[src/sv/crt_snf_pkg.sv]
// Shared types and constants of the scanline noise filter.
// No dependencies; every other file imports this package.
package crt_snf_pkg;

  localparam int XW     = 9;
  localparam int YW     = 8;
  localparam int CHW    = 8;
  localparam int PIXW   = 32;
  localparam int FRAC_W = 9;
  localparam int DICE_W = 12;
  localparam int SHFT_W = 2;
  localparam int VIG_W  = 6;
  localparam int Q10_W  = 9;

  localparam int FRAC_ONE         = 256;
  localparam int ROLL_STEP        = 20;
  localparam int ROLL_START_LIMIT = 8;
  localparam int NOISE_ZONE       = 20;
  localparam int VIG_X            = 16;
  localparam int VIG_Y            = 32;
  localparam int NOISY_DICE       = 4;

  localparam logic [15:0] GAIN_CALM = 16'd13005;
  localparam logic [15:0] GAIN_ROLL = 16'd39014;

  // floor(d/10) = (d*6554) >> 16 for d < 4096
  localparam int DIV10_MUL = 6554;
  // floor(c*5/6) = (c*54615) >> 16 for c < 256
  localparam int MUL5_DIV6 = 54615;

  localparam int Q_DEPTH = 8;

  typedef enum logic [1:0] {
    KIND_LOAD = 2'd0,
    KIND_EMIT = 2'd1,
    KIND_TICK = 2'd2
  } kind_e;

  // one sampled pixel and its context, front to back
  typedef struct packed {
    logic [XW-1:0]    x;
    logic [YW-1:0]    y;
    logic             even;
    logic             gain_hi;
    logic [VIG_W-1:0] vig;
    logic [CHW-1:0]   red;
    logic [CHW-1:0]   green;
    logic [CHW-1:0]   blue;
    logic [CHW-1:0]   alpha;
    logic [CHW-1:0]   noise_r;
    logic [CHW-1:0]   noise_g;
    logic [CHW-1:0]   noise_b;
  } qent_t;

endpackage

[src/sv/crt_snf_back.sv]
// Back end: noise, saturation, scanline darkening and vignette on R, G, B.
// Stalls as one pipeline behind the output register. Depends on crt_snf_pkg.
module crt_snf_back (
  input  logic                        clk_i,
  input  logic                        rst_ni,
  input  logic                        q_empty_i,
  input  crt_snf_pkg::qent_t          q_ent_i,
  output logic                        take_o,
  output logic                        empty,
  input  logic                        pop,
  output logic [crt_snf_pkg::XW-1:0]  out_x_o,
  output logic [crt_snf_pkg::YW-1:0]  out_y_o,
  output logic [crt_snf_pkg::CHW-1:0] out_red_o,
  output logic [crt_snf_pkg::CHW-1:0] out_green_o,
  output logic [crt_snf_pkg::CHW-1:0] out_blue_o,
  output logic [crt_snf_pkg::CHW-1:0] out_alpha_o
);
  import crt_snf_pkg::*;

  function automatic logic [CHW-1:0] noise_of(input logic [CHW-1:0] n,
                                               input logic [15:0] gain);
    logic [23:0] p;
    p = 24'(n) * 24'(gain);
    return p[23:16];
  endfunction

  function automatic logic [CHW-1:0] sat_add(input logic [CHW-1:0] a,
                                              input logic [CHW-1:0] b);
    logic [CHW:0] s;
    s = {1'b0, a} + {1'b0, b};
    return s[CHW] ? {CHW{1'b1}} : s[CHW-1:0];
  endfunction

  function automatic logic [CHW-1:0] dim(input logic [CHW-1:0] c, input logic even);
    logic [23:0] p;
    p = 24'(c) * 24'(MUL5_DIV6);
    return even ? p[16 +: CHW] : c;
  endfunction

  function automatic logic [CHW-1:0] vig_sub(input logic [CHW-1:0] c,
                                              input logic [VIG_W-1:0] v);
    return (c > CHW'(v)) ? c - CHW'(v) : '0;
  endfunction

  logic        en;
  logic [15:0] gain;

  logic  b1_vld_q, b2_vld_q, b3_vld_q, out_vld_q;
  qent_t b1_q, b2_q, b3_q, out_q;
  qent_t b2_d, b3_d, out_d;
  logic [CHW-1:0] b1_nr_q, b1_ng_q, b1_nb_q;

  assign en     = !out_vld_q || pop;
  assign take_o = en && !q_empty_i;
  assign gain   = q_ent_i.gain_hi ? GAIN_ROLL : GAIN_CALM;
  assign empty  = !out_vld_q;

  always_ff @(posedge clk_i or negedge rst_ni) begin
    if (!rst_ni) begin
      b1_vld_q  <= 1'b0;
      b2_vld_q  <= 1'b0;
      b3_vld_q  <= 1'b0;
      out_vld_q <= 1'b0;
    end else if (en) begin
      b1_vld_q  <= take_o;
      b2_vld_q  <= b1_vld_q;
      b3_vld_q  <= b2_vld_q;
      out_vld_q <= b3_vld_q;
    end
  end

  always_comb begin
    b2_d       = b1_q;
    b2_d.red   = sat_add(b1_q.red, b1_nr_q);
    b2_d.green = sat_add(b1_q.green, b1_ng_q);
    b2_d.blue  = sat_add(b1_q.blue, b1_nb_q);

    b3_d       = b2_q;
    b3_d.red   = dim(b2_q.red, b2_q.even);
    b3_d.green = dim(b2_q.green, b2_q.even);
    b3_d.blue  = dim(b2_q.blue, b2_q.even);

    out_d       = b3_q;
    out_d.red   = vig_sub(b3_q.red, b3_q.vig);
    out_d.green = vig_sub(b3_q.green, b3_q.vig);
    out_d.blue  = vig_sub(b3_q.blue, b3_q.vig);
  end

  always_ff @(posedge clk_i) begin
    if (en) begin
      b1_q    <= q_ent_i;
      b1_nr_q <= noise_of(q_ent_i.noise_r, gain);
      b1_ng_q <= noise_of(q_ent_i.noise_g, gain);
      b1_nb_q <= noise_of(q_ent_i.noise_b, gain);
      b2_q    <= b2_d;
      b3_q    <= b3_d;
      out_q   <= out_d;
    end
  end

  assign out_x_o     = out_q.x;
  assign out_y_o     = out_q.y;
  assign out_red_o   = out_q.red;
  assign out_green_o = out_q.green;
  assign out_blue_o  = out_q.blue;
  assign out_alpha_o = out_q.alpha;

endmodule

[config.mk]
export PLATFORM = sky130hd
export DESIGN_NAME = crt_snf_back
export DESIGN_NICKNAME = d
export VERILOG_FILES = /design/src/sv/crt_snf_pkg.sv /design/src/sv/crt_snf_back.sv
export SDC_FILE = /design/constraint.sdc
export NUM_CORES = 1
export LEC_CHECK = 0
export ABC_CLOCK_PERIOD_IN_PS = 5800
export BUFFER_PORTS_ARGS = -buffer_cell sky130_fd_sc_hd__buf_2
export CELL_PAD_IN_SITES_DETAIL_PLACEMENT = 1
export CELL_PAD_IN_SITES_GLOBAL_PLACEMENT = 2
export CORE_MARGIN = 3
export CORE_UTILIZATION = 36
export CTS_CLUSTER_DIAMETER = 100
export CTS_CLUSTER_SIZE = 16
export DETAILED_ROUTE_END_ITERATION = 12
export GPL_TIMING_DRIVEN = 1
export HOLD_SLACK_MARGIN = 0.15
export MAX_ROUTING_LAYER = met4
export PLACE_DENSITY_LB_ADDON = 0.1
export SETUP_SLACK_MARGIN = 0.3
export SLEW_MARGIN = 20
export SYNTH_ARGS = -nofsm -noshare
export SYNTH_HDL_FRONTEND = slang
export SYNTH_SLANG_ARGS = --single-unit
[constraint.sdc]
create_clock -name clk_i -period 5.8 [get_ports clk_i]
set_clock_uncertainty 0.2 [all_clocks]
set_input_delay 0.87 -clock clk_i [delete_from_list [all_inputs] [get_ports clk_i]]
set_output_delay 0.87 -clock clk_i [all_outputs]
set_load 0.005 [all_outputs]
==> results.md <==
* Final hold violations at 0
* Storage element area at 7310 µm²
* Count leader, synth: inv_1
* Setup violators final at 0
* All-Layer GR Usage at 15.3%
* Post-synthesis mux area share at 0.573%
* Worst Hold Class: flop to flop
* Slew headroom at 33.6%
* Largest net degree at the start of global routing at 165
* Maxcap violations at 0
* H-Tree Depth at 1
* Synthesis-to-layout area growth at 11.3%
* First-pass GRT wire length at 78200 µm
* CP Data Required Time at 5.86 ns
* Top cells by area, synth: edfxtp_1, ha_1, fa_1, inv_1, xnor2_1
* Critical Path Slowest Stage Cell: fa_1
* Gr ovfl total at 0
* Number of synthesized flops with an enable pin at 240
* Placement Cell Area at 24200 µm²
* CP Launch Type: flop
* Pre-CTS WS at -0.00285 ns
* Prevailing post-synth register cell: edfxtp_1
* Average routed wire per standard cell at 15.9 µm
* Clock Latency Late Sink at 0.53 ns
* R2r startpoint: b2_q[53]
* Layout Cells excl Fill at 2961
* Adder-cell area share of the yosys netlist at 40.9%
* Post-Synth XOR/XNOR Area at 2.36%
* Clock buffer depth at 3
* Buffers on Ports at 135
* Die height at 255 µm
* 1st-iter DRT viols at 327
* Site Rows at 90
* Post-synth ARST share at 1.64%
* Post-Syn Instances at 1977
* Setup Fix Bufs, Post-CTS at 0
* Synth top area share at 32.4%
* Final min period at 5.29 ns
* FF+latch count, synth at 244
* Post-route setup TNS at 0 ns
* Antenna cells at 0
* Multi-input combinational cell area at 13200 µm²
* Worst reg2reg path depth at 14
* Core footprint at 60800 µm²
* Post-Synth Simple-Gate Area at 6.57%
* Reg2reg setup slack at 0.51 ns
* Hold Crit Start: b3_q[30]
* Starting density of the core at 36.6%
* CTS tree: yes
* Initial antenna violation count at 0
* Synth area leader: edfxtp_1
* Reg clk slew, reported paths at 0.07 ns
* Via-to-Cell Ratio at 4.70
* Vias in the first global route at 15.5k
* Largest family of logic cells by synthesized area: adder cells
* Pre-Repair DR Iteration Count at 4
* RSZ-0062 raised after global routing: no
* Final Worst Setup Slack at 0.511 ns
* Hold Path Sink: out_alpha_o[6]
* Top cell by count, worst path: fa_1
* Fill cells at 6738
* Placed Instances at 2927
* Delay of the slowest critical-path stage at 0.58 ns
* Slew @ Worst Pin at 0.996 ns
* Crit-path cells: fa_1 > inv_1 > fa_1 > fa_1 > inv_1 > fa_1 > ha_1 > a22o_1 > or4b_4 > o22ai_2 > o21a_4 > o21ai_2 > o31a_1 > a32o_1
* Gpl congestion at 0.847
* Die extent in x at 255 µm
* CP Max Fanout at 5
* Remaining DRCs at 0
* Clk sinks at 244
* Final cycle utilization of the critical path at 91.2%
* Mean Syn Cell Area at 11.3 µm²
* WP data arrival at 5.35 ns
* Number of I/O pins at 136
* WHS Path Cells at 0
* Post-route ant nets at 0
* Final WL at 47200 µm
* Yosys warns at 0
* Status: finished clean
* Layout net count at 2850
* Share of cells above drive strength 1 at 10.3%
* Maximum clock frequency at 0.189 GHz
* Dpl hpwl at 40500 µm
* Compound-cell area share of the yosys netlist at 8.47%
* Clock Root Buffer: clkbuf_16
* Seq/Total Area, Yosys at 32.8%
* Design area at 24800 µm²
* CTS buffer count at 20
* Post-Synthesis Cell Area at 22300 µm²
* Worst setup EP type: flop
* Die area at 64900 µm²
* Vias post-DR at 13.9k
* Post-synth top cells: inv_1, ha_1, edfxtp_1
* Cell variety after synth at 66
* FF-to-FF End: b3_q[55]
* Max Slew Vio Count at 0
* Critical path class: flop to flop
-- registers in the layout (all words and copies together), names as in the netlist, 8 cells and up --
signal       flops
b1_nb_q          8
b1_ng_q          8
b1_nr_q          8
b1_q            56
b2_q            56
b3_q            55
out_alpha_o      8
out_blue_o       8
out_green_o      8
out_red_o        8
out_x_o          9
out_y_o          8
-- layout by cell type (no fill, tap or decap), drive strengths merged, types with 10 or more instances in the layout --
| cell | instances |
|---|---|
| a21oi | 63 |
| and2 | 15 |
| inv | 481 |
| nor2 | 66 |
| or2 | 11 |
| nor2b | 30 |
| xnor2 | 42 |
| a21boi | 10 |
| fa | 218 |
| clkbuf | 28 |
| a211oi | 12 |
| o21a | 10 |
| nor3 | 18 |
| o211ai | 16 |
| nand3 | 30 |
| edfxtp | 240 |
| nand2 | 66 |
| ha | 379 |
| nand2b | 17 |
| o21ai | 68 |
| a21o | 44 |
| xor2 | 18 |
| conb | 18 |
| buf | 165 |
| and3 | 11 |
-- layout make-up --
class	instances	share of cell area (%)
clock inverters	5	0.202
multi-input cells	1257	53.2
repair buffers	166	3.77
inverters	479	7.27
clock buffers	28	2.14
flip-flops and latches	244	29.5
well taps	782	3.95
-- critical path: cells and delay by family (launching register included) --
kind            cells  cell delay (ns)
fa+ha+maj           5             2.39
flops               1             0.53
buf+inv             2             0.11
simple gates        1             0.51
compound gates      6             1.30
-- metal layers --
metal / track usage [%] / routed length, µm
met1: 19.9 / 22200
met2: 26.6 / 23300
met3: 1.24 / 1020
met4: 2.70 / 692
met5: - / 0
-- through the flow --
stage | util [%] | hold WS, ns
3_3_place_gp | 39.8 | 0.201
5_1_grt | 40.8 | 0.227
2_1_floorplan | - | 0.200
3_5_place_dp | 39.8 | 0.205
4_1_cts | 40.8 | 0.217
6_report | 40.8 | 0.219
-- cell families after synthesis --
family | count (synthesis)
muxes | 12
xor gates and xnor gates | 60
AOI/OAI and AO/OA | 281
DFF | 244
adders and majority gates | 597
other | 2
and+or+nand+nor | 289
buffers and inverters | 492
-- worst max path at each step --
| stage | cells past startpoint | to | start |
|---|---|---|---|
| 2_1_floorplan | 18 | b1_nr_q[6] | q_ent_i[62] |
| 3_3_place_gp | 17 | b1_nr_q[6] | q_ent_i[62] |
| 3_5_place_dp | 19 | b1_nr_q[6] | q_ent_i[62] |
| 4_1_cts | 14 | b3_q[55] | b2_q[53] |
| 6_report | 14 | b3_q[55] | b2_q[53] |
| 5_1_grt | 14 | b3_q[55] | b2_q[53] |
-- repair_timing --
item	in CTS	in global routing
hold endpoints to repair	4	0
endpoints found under the setup margin	0	2
gates resized for setup	0	2
hold buffers	1	0
Power is not shown: default switching activity piles up to over one toggle a cycle in this logic, so the estimate is an artifact.
