==> config.mk <==
export PLATFORM = sky130hd
export DESIGN_NAME = crt_snf_queue
export DESIGN_NICKNAME = d
export VERILOG_FILES = /design/src/sv/crt_snf_pkg.sv /design/src/sv/crt_snf_queue.sv
export SDC_FILE = /design/constraint.sdc
export NUM_CORES = 1
export LEC_CHECK = 0
export BUFFER_PORTS_ARGS = -buffer_cell sky130_fd_sc_hd__buf_2
export CAP_MARGIN = 20
export CORE_ASPECT_RATIO = 0.6
export CORE_MARGIN = 5
export CORE_UTILIZATION = 32
export DETAILED_ROUTE_END_ITERATION = 7
export MAX_ROUTING_LAYER = met4
export PLACE_DENSITY = 0.58
export SYNTH_ARGS = -nofsm -noshare
export SYNTH_HDL_FRONTEND = slang
export SYNTH_SLANG_ARGS = --single-unit
==> constraint.sdc <==
create_clock -name clk_i -period 10.2 [get_ports clk_i]
set_clock_uncertainty 0.05 [all_clocks]
set_input_delay 2.04 -clock clk_i [delete_from_list [all_inputs] [get_ports clk_i]]
set_output_delay 2.04 -clock clk_i [all_outputs]
set_load 0.01 [all_outputs]
==> src/sv/crt_snf_pkg.sv <==
// Shared types and constants of the scanline noise filter.
// No dependencies; every other file imports this package.
package crt_snf_pkg;

  localparam int XW     = 9;
  localparam int YW     = 8;
  localparam int CHW    = 8;
  localparam int PIXW   = 32;
  localparam int FRAC_W = 9;
  localparam int DICE_W = 12;
  localparam int SHFT_W = 2;
  localparam int VIG_W  = 6;
  localparam int Q10_W  = 9;

  localparam int FRAC_ONE         = 256;
  localparam int ROLL_STEP        = 20;
  localparam int ROLL_START_LIMIT = 8;
  localparam int NOISE_ZONE       = 20;
  localparam int VIG_X            = 16;
  localparam int VIG_Y            = 32;
  localparam int NOISY_DICE       = 4;

  localparam logic [15:0] GAIN_CALM = 16'd13005;
  localparam logic [15:0] GAIN_ROLL = 16'd39014;

  // floor(d/10) = (d*6554) >> 16 for d < 4096
  localparam int DIV10_MUL = 6554;
  // floor(c*5/6) = (c*54615) >> 16 for c < 256
  localparam int MUL5_DIV6 = 54615;

  localparam int Q_DEPTH = 8;

  typedef enum logic [1:0] {
    KIND_LOAD = 2'd0,
    KIND_EMIT = 2'd1,
    KIND_TICK = 2'd2
  } kind_e;

  // one sampled pixel and its context, front to back
  typedef struct packed {
    logic [XW-1:0]    x;
    logic [YW-1:0]    y;
    logic             even;
    logic             gain_hi;
    logic [VIG_W-1:0] vig;
    logic [CHW-1:0]   red;
    logic [CHW-1:0]   green;
    logic [CHW-1:0]   blue;
    logic [CHW-1:0]   alpha;
    logic [CHW-1:0]   noise_r;
    logic [CHW-1:0]   noise_g;
    logic [CHW-1:0]   noise_b;
  } qent_t;

endpackage

==> src/sv/crt_snf_queue.sv <==
// Short queue of sampled pixels between front and back.
// Depends on crt_snf_pkg.
module crt_snf_queue (
  input  logic               clk_i,
  input  logic               rst_ni,
  input  logic               push_i,
  input  crt_snf_pkg::qent_t ent_i,
  input  logic               pop_i,
  output logic               empty_o,
  output crt_snf_pkg::qent_t ent_o
);
  import crt_snf_pkg::*;

  localparam int QAW = $clog2(Q_DEPTH);

  qent_t          slots [Q_DEPTH];
  logic [QAW-1:0] wr_ptr_q, rd_ptr_q;
  logic [QAW:0]   count_q;

  assign empty_o = count_q == '0;
  assign ent_o   = slots[rd_ptr_q];

  always_ff @(posedge clk_i) begin
    if (push_i) begin
      slots[wr_ptr_q] <= ent_i;
    end
  end

  always_ff @(posedge clk_i or negedge rst_ni) begin
    if (!rst_ni) begin
      wr_ptr_q <= '0;
      rd_ptr_q <= '0;
      count_q  <= '0;
    end else begin
      if (push_i) begin
        wr_ptr_q <= wr_ptr_q + QAW'(1);
      end
      if (pop_i) begin
        rd_ptr_q <= rd_ptr_q + QAW'(1);
      end
      if (push_i && !pop_i) begin
        count_q <= count_q + (QAW+1)'(1);
      end else if (!push_i && pop_i) begin
        count_q <= count_q - (QAW+1)'(1);
      end
    end
  end

`ifndef SYNTHESIS
  a_no_overflow: assert property (@(posedge clk_i) disable iff (!rst_ni)
    !(push_i && !pop_i && count_q == (QAW+1)'(Q_DEPTH)))
    else $error("item pushed into a full queue");
  a_no_underflow: assert property (@(posedge clk_i) disable iff (!rst_ni)
    !(pop_i && empty_o))
    else $error("item popped from an empty queue");
`endif

endmodule

==> impl_results.md, run 1 <==
* WL per Instance at around 23 um
* Die H at 227 um
* First-pass GRT wire length at 77,300 um
* Depth of the CTS H-tree at 2
* Largest family of logic cells by synthesized area: multiplexers
* Crit path DAT at roughly 3.5 ns
* Worst hold slack at 0.480 ns
* Worst Path Buf+Inv at 2
* Most common cell after layout, fill and taps aside: edfxtp_1
* Final instance area at 0.0292 mm^2
* Netlist cell types at 29
* Final hold viol count at 0
* Initial antenna violation count at 5
* Final ANT Viol Nets at 0
* Routed wire length at 52,200 um
* Power per cell area at between 200 and 300 mW/mm^2
* CP top delay family: flip-flops
* Flops & latches, synth at 658
* Synth Area in XOR/XNOR at 0.00208
* Die X at 372 um
* Post-synth top area cell: edfxtp_1
* LEAKAGE at 9.50 nW
* Mean Syn Cell Area at 25.3 um^2
* Filler instances at 6,995
* Syn nets at approximately 1,100
* Proportion of synthesized area in mux cells at 0.193
* Gate Count Post-Synth at a little under 1,000
* Die area at roughly 0.085 mm^2
* Slew Limit Fails at 0
* Synth area leaders: edfxtp_1 (77%), mux4_2 (14%), mux2_4 (4.2%), dfrtp_1 (0.99%), buf_12 (0.64%)
* Vias in the first global route at around 12,000
* Post-cts resize count at 0
* Adder-cell area share of the yosys netlist at 0.00328
* CP Data Required Time at 8.11 ns
* Status: finished clean
* Max-slew headroom at 0.273
* Max stage delay cell, worst path: dfrtp_4
* Post-CTS Hold Buffers at 0
* Drt initial violations at roughly 800
* Clock root cell: clkbuf_16
* Share of the synthesized area in the top cell type at 0.772
* Asr flop ratio synth at 0.0152
* Max Freq at 179 MHz
* Worst path cell trace: buf_12 > mux4_2 > mux2_4 > buf_2
* Synth warn at 0
* Worst skew pair latency at 0.62 ns
* DRT Pass-1 Iters at 4
* Fin nets at 1,289
* Largest net degree at the start of global routing at 95
* # IOs at 167
* Initial Util at 0.324
* Fin crit share at 0.546
* Layout cells sized above 1 at 0.423
* Unrepaired setup endpoints after global routing: no
* Syn Std Cell Area at about 0.025 mm^2
* Crit path max fanout at 94
* Final RePlAce weighted congestion at 0.668
* Simple-gate area share of the yosys netlist at 0.00462
* PortBufs at 166
* Cts bufs inserted at 60
* Sum Neg Setup Slack at 0 ns
* Max Buffers Root-to-Sink at 3
* Area growth syn-to-layout at 15.9%
* Vias at roughly 11,000
* Max Cap Viol at 0
* Critical Path End Type: output pin
* Row Count at 79
* Maximum VDD drop at 0.160 mV
* Core ar. at 0.0778 mm^2
* Final min period at 5.57 ns
* Setup Fix Bufs, Post-CTS at 0
* Final setup violation count at 0
* Compound-Gate Fraction of Synth Area at 0.00164
* CTS clock-pin slew for the worst setup and hold paths at roughly 0.060 ns
* Worst Tran Pin Value at 1.09 ns
* Min-Delay Path Class: reg2reg
* Post-DP Area at 0.0273 mm^2
* Sequential area share after synthesis at 0.782
* Most used DFF post-synth: edfxtp_1
* Detail Placement HPWL at between 20,000 and 30,000 um
* DRC viols at 0
* CTS tree: done
* Critical path's largest stage delay at about 0.96 ns
* Post-synth EDFFs at 648
* Commonest non-fill, non-tap cells in the layout: edfxtp_1 (648), buf_2 (166), mux4_2 (162)
* Crit start category: flop
* CP Class: reg2out
* GRT Residual Overflow at 0
* TritonCTS Sinks at 658
* Gr usage total at 0.127
* Routed vias/inst at between 4 and 5
worst min-delay path: cells and delay by family (launching register included):
| family | cells | cell delay (ns) |
|---|---|---|
| flops | 1 | 0.37 |
| compound gates | 1 | 0.07 |
| simple gates | 1 | 0.05 |
logic make-up after synthesis:
kind of cell | count (synthesis)
AND/OR/NAND/NOR | 24
buffers and inverters | 48
adder cells (fa/ha/maj) | 6
multiplexers | 247
AO/OA/AOI/OAI | 6
XOR/XNOR | 6
flip-flops | 658
metal layers:
metal / GRT usage / routed length (um)
met1: 0.169 / 23500
met4: 0.0258 / 777
met3: 0.0290 / 2470
met5: - / 0
met2: 0.203 / 25400
flip-flops by register name, summed over array words and instances (netlist names):
signal	flops
slots	648
count_q	4
rd_ptr_q	3
wr_ptr_q	3
worst paths after layout:
| kind | slack (ns) | depth (start not counted) | from | end |
|---|---|---|---|---|
| min in group asynchronous | 1.23 | 1 | rst_ni | count_q[0]$_DFFE_PN0P_ |
| worst max-delay path | 4.63 | 4 | rd_ptr_q[0]$_DFFE_PN0P_ | ent_o[18] |
| worst min-delay path | 0.48 | 2 | count_q[2]$_DFFE_PN0P_ | count_q[2]$_DFFE_PN0P_ |
| worst min register to register | 0.48 | 2 | count_q[2]$_DFFE_PN0P_ | count_q[2]$_DFFE_PN0P_ |
| worst max register to register | 7.37 | 4 | wr_ptr_q[1]$_DFFE_PN0P_ | slots[0][45]$_DFFE_PP_ |
| max in group asynchronous | 8.63 | 1 | rst_ni | rd_ptr_q[1]$_DFFE_PN0P_ |
Yosys cell counts, types with 4 or more instances:
master and count:
edfxtp_1 648, mux4_2 162, mux2_4 70, buf_2 19
mux2_2 14, dfrtp_1 10, buf_1 9, clkbuf_1 9
buf_12 8, nand2_1 6, nor2_1 6, ha_1 5
xnor2_1 4
area by class of cell:
cell class | count | area [um^2] | area share
clock inverters | 34 | 347 | 0.0119
flip-flops and latches | 658 | 19700 | 0.675
diodes | 6 | 15.0 | 0.000514
well taps | 1053 | 1320 | 0.0451
clock buffers | 75 | 1600 | 0.0548
repair buffers | 187 | 1000 | 0.0343
multi-input cells | 289 | 5220 | 0.178
inverters | 2 | 7.51 | 0.000257
through the flow:
step | power [mW] | std cells | setup WS (ns) | utilization
final | 8.39 | 2304 | 4.63 | 0.376
after global routing | 8.85 | 2303 | 4.33 | 0.376
after CTS | 8.59 | 2298 | 4.50 | 0.375
after detailed placement | 6.31 | 2189 | 5.20 | 0.350
after global placement | 6.29 | 2189 | 5.18 | 0.350
after floorplan | 5.50 | 995 | 1.91 | -
power by group:
part           internal (mW)  switching, mW  total [mW]
sequential              3.40          0.246        3.64
combinational           1.31           1.20        2.51
clock                   1.28          0.955        2.24
No activity file was read; power rests on OpenSTA's default activity.
==> run 2: changes to the inputs <==
- ABC_AREA: default -> 1
- PLACE_DENSITY: 0.58 -> 0.59
- clock period: 10.2 -> 4.6 ns (I/O delays scaled with it)
==> impl_results.md, run 2 <==
* Min-Delay Path Class: in2async
* Max-slew headroom at 0.375 (+0.102)
* Fin nets at 3,107 (+140%)
* # IOs at 167 (unchanged)
* Detail Placement HPWL at 34,200 um (+25%)
* Most common cell after layout, fill and taps aside: nand2_1
* Max Buffers Root-to-Sink at 3 (unchanged)
* Power per cell area at 621 mW/mm^2 (+120%)
* Final setup violation count at 0 (unchanged)
* Die area at 0.0950 mm^2 (+12%)
* NetSw at 7.54 mW (+210%)
* Internal at 12.7 mW (+110%)
* Sequential area share after synthesis at 0.694 (-0.0878)
* Max Freq at around 270 MHz
* Synth warn at 0 (unchanged)
* Crit path max fanout at 118 (+26%)
* Final instance area at 0.0326 mm^2 (+12%)
* Flops & latches, synth at 658 (unchanged)
* Max Cap Viol at 0 (unchanged)
* Most used DFF post-synth: edfxtp_1
* Post-DP Area at 0.0304 mm^2 (+12%)
* Cts bufs inserted at 70 (+17%)
* Comb pwr share at 0.352 (+0.053)
* Worst skew pair latency at 0.63 ns (about the same)
* Gr usage total at 0.142 (+0.0144)
* Largest family of logic cells by synthesized area: simple AND/OR/NAND/NOR gates
* Final RePlAce weighted congestion at 0.714 (+7.0%)
* Layout cells sized above 1 at 0.101 (-0.323)
* Worst path cell trace: buf_12 > nor2_1 > nor2_1 > nand2_1 > nand2_1 > nand2_1 > nand2_1 > buf_2
* Depth of the CTS H-tree at 3 (+1)
* Post-CTS Hold Buffers at 0 (unchanged)
* Commonest cells in the netlist: nand2_1 (1,077), nor2_1 (655), edfxtp_1 (648)
* Share of the synthesized area in the top cell type at 0.685 (-0.0867)
* Drt initial violations at 1,278 (+60%)
* GRT Residual Overflow at 0 (unchanged)
* TritonCTS Sinks at 658 (unchanged)
* CTS clock-pin slew for the worst setup and hold paths at 0.07 ns (about the same)
* DRT Pass-1 Iters at 5 (+1)
* CP Class: reg2out
* Vias at 18,000 (+67%)
* Crit path DAT at 2.73 ns (-0.75 ns)
* Clock share of power at 0.274 (+0.007)
* CP Data Required Time at 3.63 ns (-4.48 ns)
* PortBufs at 166 (unchanged)
* Slew Limit Fails at 0 (unchanged)
* Asr flop ratio synth at 0.0152 (unchanged)
* Post-synth EDFFs at 648 (unchanged)
* First-pass GRT wire length at 101,000 um (+30%)
* Largest regs: slots (648), count_q (4)
* Core ar. at 0.0878 mm^2 (+13%)
* Largest net degree at the start of global routing at 165 (+74%)
* Initial Util at 0.324 (-0.000455)
* Most frequent cell after synthesis: nand2_1
* Max FFs per register at 648 (unchanged)
* Max stage delay cell, worst path: dfrtp_4
* Fin crit share at 0.805
* Gate Count Post-Synth at 2,870 (+190%)
* Reg power frac at 0.374 (-0.060)
* Synth Area in XOR/XNOR at 0.00154 (-0.000543)
* Routed vias/inst at 4.24 (-9.0%)
* Compound-Gate Fraction of Synth Area at 0.000705 (-0.000933)
* Adder-cell area share of the yosys netlist at 0.00291 (-0.000368)
* LEAKAGE at 14.0 nW (+47%)
* Final hold viol count at 0 (unchanged)
* CTS tree: done
* Proportion of synthesized area in mux cells at 0 (-0.193)
* Critical path's largest stage delay at 0.90 ns (-0.06 ns)
* Synth area leaders: edfxtp_1 (69%), nand2_1 (14%), nor2_1 (8.7%), inv_1 (4.4%), buf_2 (0.95%)
* Worst Tran Pin Value at 0.937 ns (-0.154 ns)
* Critical Path End Type: output pin
* Commonest non-fill, non-tap cells in the layout: nand2_1 (1,077), edfxtp_1 (648), nor2_1 (647)
* Netlist cell types at 19 (-34%)
* Status: finished clean
* Final min period at 3.70 ns
* Die X at 395 um (+6.0%)
* Area growth syn-to-layout at 14.9%
* Clock root cell: clkbuf_16
* Initial antenna violation count at 5 (unchanged)
* Simple-gate area share of the yosys netlist at 0.230 (+0.225)
* Crit start category: flop
* Fin util at 0.372 (-0.00396)
* Row Count at 84 (+6.3%)
* Syn nets at 2,961 (+170%)
* Maximum VDD drop at 0.473 mV (+200%)
* Routed wire length at 65,800 um (+26%)
* Vias in the first global route at 16,700 (+44%)
* Mean Syn Cell Area at 9.90 um^2 (-61%)
* WL per Instance at 15.5 um (-31%)
* Setup Fix Bufs, Post-CTS at 0 (unchanged)
* Largest register by flop count: slots
* Sw frac at 0.372 (+0.0858)
* DRC viols at 0 (unchanged)
* Die H at 241 um (+5.9%)
* Post-synth top area cell: edfxtp_1
* Post-cts resize count at 0 (unchanged)
* CP dominant cell by count: nand2_1
* Syn Std Cell Area at 0.0284 mm^2 (+13%)
* Final ANT Viol Nets at 0 (unchanged)
* Unrepaired setup endpoints after global routing: no
run 2: changes by cell type in the layout (fill, tap and decap cells not counted), moves of 11 or more:
cell,previous run,this run
nand2_1,6,1077
nor2_1,0,647
inv_1,2,334
mux4_2,162,0
mux2_4,70,0
mux2_2,14,0
buf_12,1,13
clkbuf_16,62,73
run 2: per-stage QoR:
stage / setup WS [ns] / TNS (ns) / std cells / total power [mW] / hold WS (ns)
global route: 0.641 / 0 / 4233 / 21.8 / 0.0887
detailed placement: 1.57 / 0 / 4105 / 15.0 / 0.474
CTS: 0.826 / 0 / 4229 / 20.6 / 0.0503
floorplan: -0.619 / -200.68 / 2870 / 12.7 / 0.429
finish: 0.898 / 0 / 4233 / 20.2 / 0.105
global placement: 1.54 / 0 / 4105 / 14.9 / 0.470
run 2: worst max-delay path, delay by kind of cell, from the launching register on:
family	cells	cell delay [ns]
and+or+nand+nor	6	0.53
DFF	1	0.90
buffers and inverters	2	0.55
run 2: area by class of cell:
| cell class | count | area, um^2 |
|---|---|---|
| Clock buffer | 91 | 1890 |
| Antenna cell | 4 | 10.0 |
| Timing Repair Buffer | 198 | 1230 |
| Tap cell | 1161 | 1450 |
| Clock inverter | 33 | 304 |
| Multi-Input combinational cell | 1752 | 6740 |
| Sequential cell | 658 | 19700 |
| Fill cell | 8651 | 55100 |
| Inverter | 336 | 1270 |
run 2: final timing paths:
check | slack [ns] | to | startpoint | depth (start not counted)
max | 0.90 | ent_o[64] | rd_ptr_q[0]$_DFFE_PN0P_ | 8
min | 0.10 | wr_ptr_q[0]$_DFFE_PN0P_ | rst_ni | 1
max reg2reg | 2.37 | slots[3][33]$_DFFE_PP_ | wr_ptr_q[0]$_DFFE_PN0P_ | 3
min reg2reg | 0.49 | wr_ptr_q[0]$_DFFE_PN0P_ | wr_ptr_q[0]$_DFFE_PN0P_ | 2
max in group asynchronous | 4.15 | rd_ptr_q[0]$_DFFE_PN0P_ | rst_ni | 1
min in group clk_i | 0.49 | wr_ptr_q[0]$_DFFE_PN0P_ | wr_ptr_q[0]$_DFFE_PN0P_ | 2
run 2: power by group through the flow:
stage | logic, mW | clock network (mW) | registers (mW)
after detailed placement | 7.27 | 0 | 7.69
after floorplan | 5.13 | 0 | 7.56
after CTS | 7.30 | 5.72 | 7.57
final | 7.13 | 5.55 | 7.56
after global placement | 7.22 | 0 | 7.68
after global routing | 8.16 | 5.98 | 7.62
run 2: cell families (layout without fill, tap and decap cells):
kind of cell / Yosys count / count (layout)
and+or+nand+nor: 1737 / 1737
DFF: 658 / 658
buffers and inverters: 460 / 658
adders and majority gates: 6 / 6
xor gates and xnor gates: 5 / 5
AOI/OAI and AO/OA: 4 / 4
other: 0 / 4
run 2: layer usage:
| layer | part of all wire | GRT usage |
|---|---|---|
| met3 | 0.047 | 0.0287 |
| met2 | 0.44 | 0.214 |
| met4 | 0.017 | 0.0340 |
| met1 | 0.50 | 0.198 |
| met5 | 0 | - |
==> run 3: changes to the inputs <==
- PLACE_DENSITY: 0.59 -> 0.57
- clock period: 4.6 -> 3.8 ns (I/O delays scaled with it)
==> impl_results.md, run 3 (synthesis results as in run 2) <==
* Max-slew headroom at 0.436 (+0.0606)
* Row Count at 84 (unchanged)
* Critical path's largest stage delay at 0.77 ns (-0.13 ns)
* Clock root cell: clkbuf_16
* Layout cells sized above 1 at 0.103 (+0.00182)
* Worst setup margin at 0.343 ns (-0.555 ns)
* Core ar. at 0.0878 mm^2 (unchanged)
* TritonCTS Sinks at 658 (unchanged)
* Unrepaired setup endpoints after global routing: no
* Fin cells at 4,242 (+0.21%)
* Routed wire length at 68,300 um (+3.8%)
* WL per Instance at 16.1 um (+3.6%)
* CP Data Required Time at 2.99 ns (-0.64 ns)
* Maximum VDD drop at 0.752 mV (+59%)
* Final ANT Viol Nets at 0 (unchanged)
* Max stage delay cell, worst path: dfrtp_4
* DRC viols at 0 (unchanged)
* Fin util at 0.374 (+0.00188)
* Crit path max fanout at 36 (-69%)
* Post-cts resize count at 0 (unchanged)
* # IOs at 167 (unchanged)
* Gr usage total at 0.147 (+0.00555)
* Die H at 241 um (unchanged)
* Worst skew pair latency at 0.60 ns (-0.03 ns)
* Fin nets at 3,112 (+0.16%)
* CP Class: reg2out
* FF-to-FF setup slack at 1.77 ns (-0.60 ns)
* Final hold viol count at 0 (unchanged)
* Largest regs: slots (648), count_q (4)
* Cts bufs inserted at 68 (-2.9%)
* Critical Path End Type: output pin
* Initial antenna violation count at 11 (+6)
* CP Depth at 9 (+1)
* Dpl cells at 4,111 (+0.15%)
* Initial Util at 0.324 (unchanged)
* Die X at 395 um (unchanged)
* First-pass GRT wire length at 104,000 um (+3.9%)
* Die area at 0.0950 mm^2 (unchanged)
* Power per cell area at 754 mW/mm^2 (+22%)
* Max Freq at 289 MHz
* Worst Tran Pin Value at 0.846 ns (-0.0910 ns)
* Largest net degree at the start of global routing at 141 (-15%)
* Routed vias/inst at 4.19 (-1.2%)
* Max FFs per register at 648 (unchanged)
* Final RePlAce weighted congestion at 0.707 (-1.0%)
* Status: finished clean
* Crit path DAT at 2.65 ns (-0.08 ns)
* Detail Placement HPWL at 34,600 um (+1.3%)
* Largest register by flop count: slots
* Worst hold slack at 0.366 ns (+0.262 ns)
* Slew Limit Fails at 0 (unchanged)
* Crit start category: flop
* Min-Delay Path Class: in2reg
* Max Cap Viol at 0 (unchanged)
* Filler instances at 8,652 (+0.012%)
* Most common cell after layout, fill and taps aside: nand2_1
* LEAKAGE at 14.0 nW (+0.41%)
* PortBufs at 166 (unchanged)
* Max Buffers Root-to-Sink at 3 (unchanged)
* Commonest non-fill, non-tap cells in the layout: nand2_1 (1,077), edfxtp_1 (648), nor2_1 (647)
* DRT Pass-1 Iters at 5 (unchanged)
* Drt initial violations at 1,249 (-2.3%)
* Worst Path Buf+Inv at 3 (+1)
* Vias at 17,800 (-0.94%)
* Vias in the first global route at 16,800 (+0.096%)
* Final setup violation count at 0 (unchanged)
* Sum Neg Setup Slack at 0 ns (unchanged)
* CTS clock-pin slew for the worst setup and hold paths at 0.06 ns (about the same)
* Hold Path Cell Cnt at 2
* GRT Residual Overflow at 0 (unchanged)
* Final min period at 3.46 ns
* Fin crit share at 0.910
* Worst path cell trace: buf_12 > buf_4 > nor2_1 > nor2_1 > nand2_1 > nand2_1 > nand2_1 > nand2_1 > buf_2
* CTS tree: done
* Cells on worst reg2reg path at 3 (unchanged)
* Pre-CTS WS at 0.963 ns (-0.608 ns)
* CP dominant cell by count: nand2_1
* Depth of the CTS H-tree at 3 (unchanged)
* CP top delay family: flip-flops
* Area growth syn-to-layout at 15.4%
==> run 3: cell count changes in the layout (fill, tap and decap cells not counted), moves of 2 or more <==
cell | previous run | this run
diode_2 | 4 | 9
clkbuf_16 | 73 | 71
bufinv_16 | 5 | 7
buf_4 | 19 | 17
inv_6 | 7 | 3
clkbuf_1 | 18 | 14
buf_12 | 13 | 21
clkinv_2 | 11 | 13
==> run 3: final cells by class <==
class | instances | area [um^2] | area share
well taps | 1161 | 1450 | 0.0443
flip-flops and latches | 658 | 19700 | 0.601
inverters | 336 | 1270 | 0.0387
multi-input cells | 1752 | 6740 | 0.205
diodes | 9 | 22.5 | 0.000687
clock buffers | 86 | 1840 | 0.0562
clock inverters | 35 | 353 | 0.0108
repair buffers | 205 | 1390 | 0.0424
==> run 3: power breakdown <==
group / leakage [nW] / switching (mW) / internal, mW
clock: 1.08 / 2.80 / 3.92
sequential: 6.00 / 0.263 / 8.80
combinational: 6.95 / 6.15 / 2.80
==> run 3: what timing repair did <==
action	in CTS	in global routing
hold buffers	1	0
buffers inserted	0	0
endpoints found under the hold margin	10	0
==> run 3: per-layer routing <==
| metal | global-route usage | part of all wire | vias to the layer above |
|---|---|---|---|
| met3 | 0.0343 | 0.047 | 85 |
| met5 | - | 0 | - |
| met1 | 0.207 | 0.51 | 8202 |
| met2 | 0.221 | 0.43 | 278 |
| met4 | 0.0263 | 0.016 | 0 |
| li1 | - | - | 9216 |
==> run 3: final timing paths <==
check	start	to
hold reg to reg	count_q[2]$_DFFE_PN0P_	count_q[2]$_DFFE_PN0P_
min in group asynchronous	rst_ni	wr_ptr_q[2]$_DFFE_PN0P_
setup reg to reg	wr_ptr_q[0]$_DFFE_PN0P_	slots[5][20]$_DFFE_PP_
setup / recovery	rd_ptr_q[0]$_DFFE_PN0P_	ent_o[16]
hold / removal	pop_i	rd_ptr_q[0]$_DFFE_PN0P_
max in group asynchronous	rst_ni	rd_ptr_q[1]$_DFFE_PN0P_
==> run 3: worst register-to-register path, cell delays in order (launching register included) <==
cell and delay [ns]:
dfrtp_1 0.38, nand2_1 0.25, nor2_4 0.65, buf_12 0.31
==> run 3: through the flow <==
stage | total power, mW | instance area, um^2
detailed placement | 18.4 | 30600
finish | 24.7 | 32800
global placement | 18.3 | 30600
global route | 26.7 | 32800
floorplan | 15.4 | 28400
CTS | 25.2 | 32800
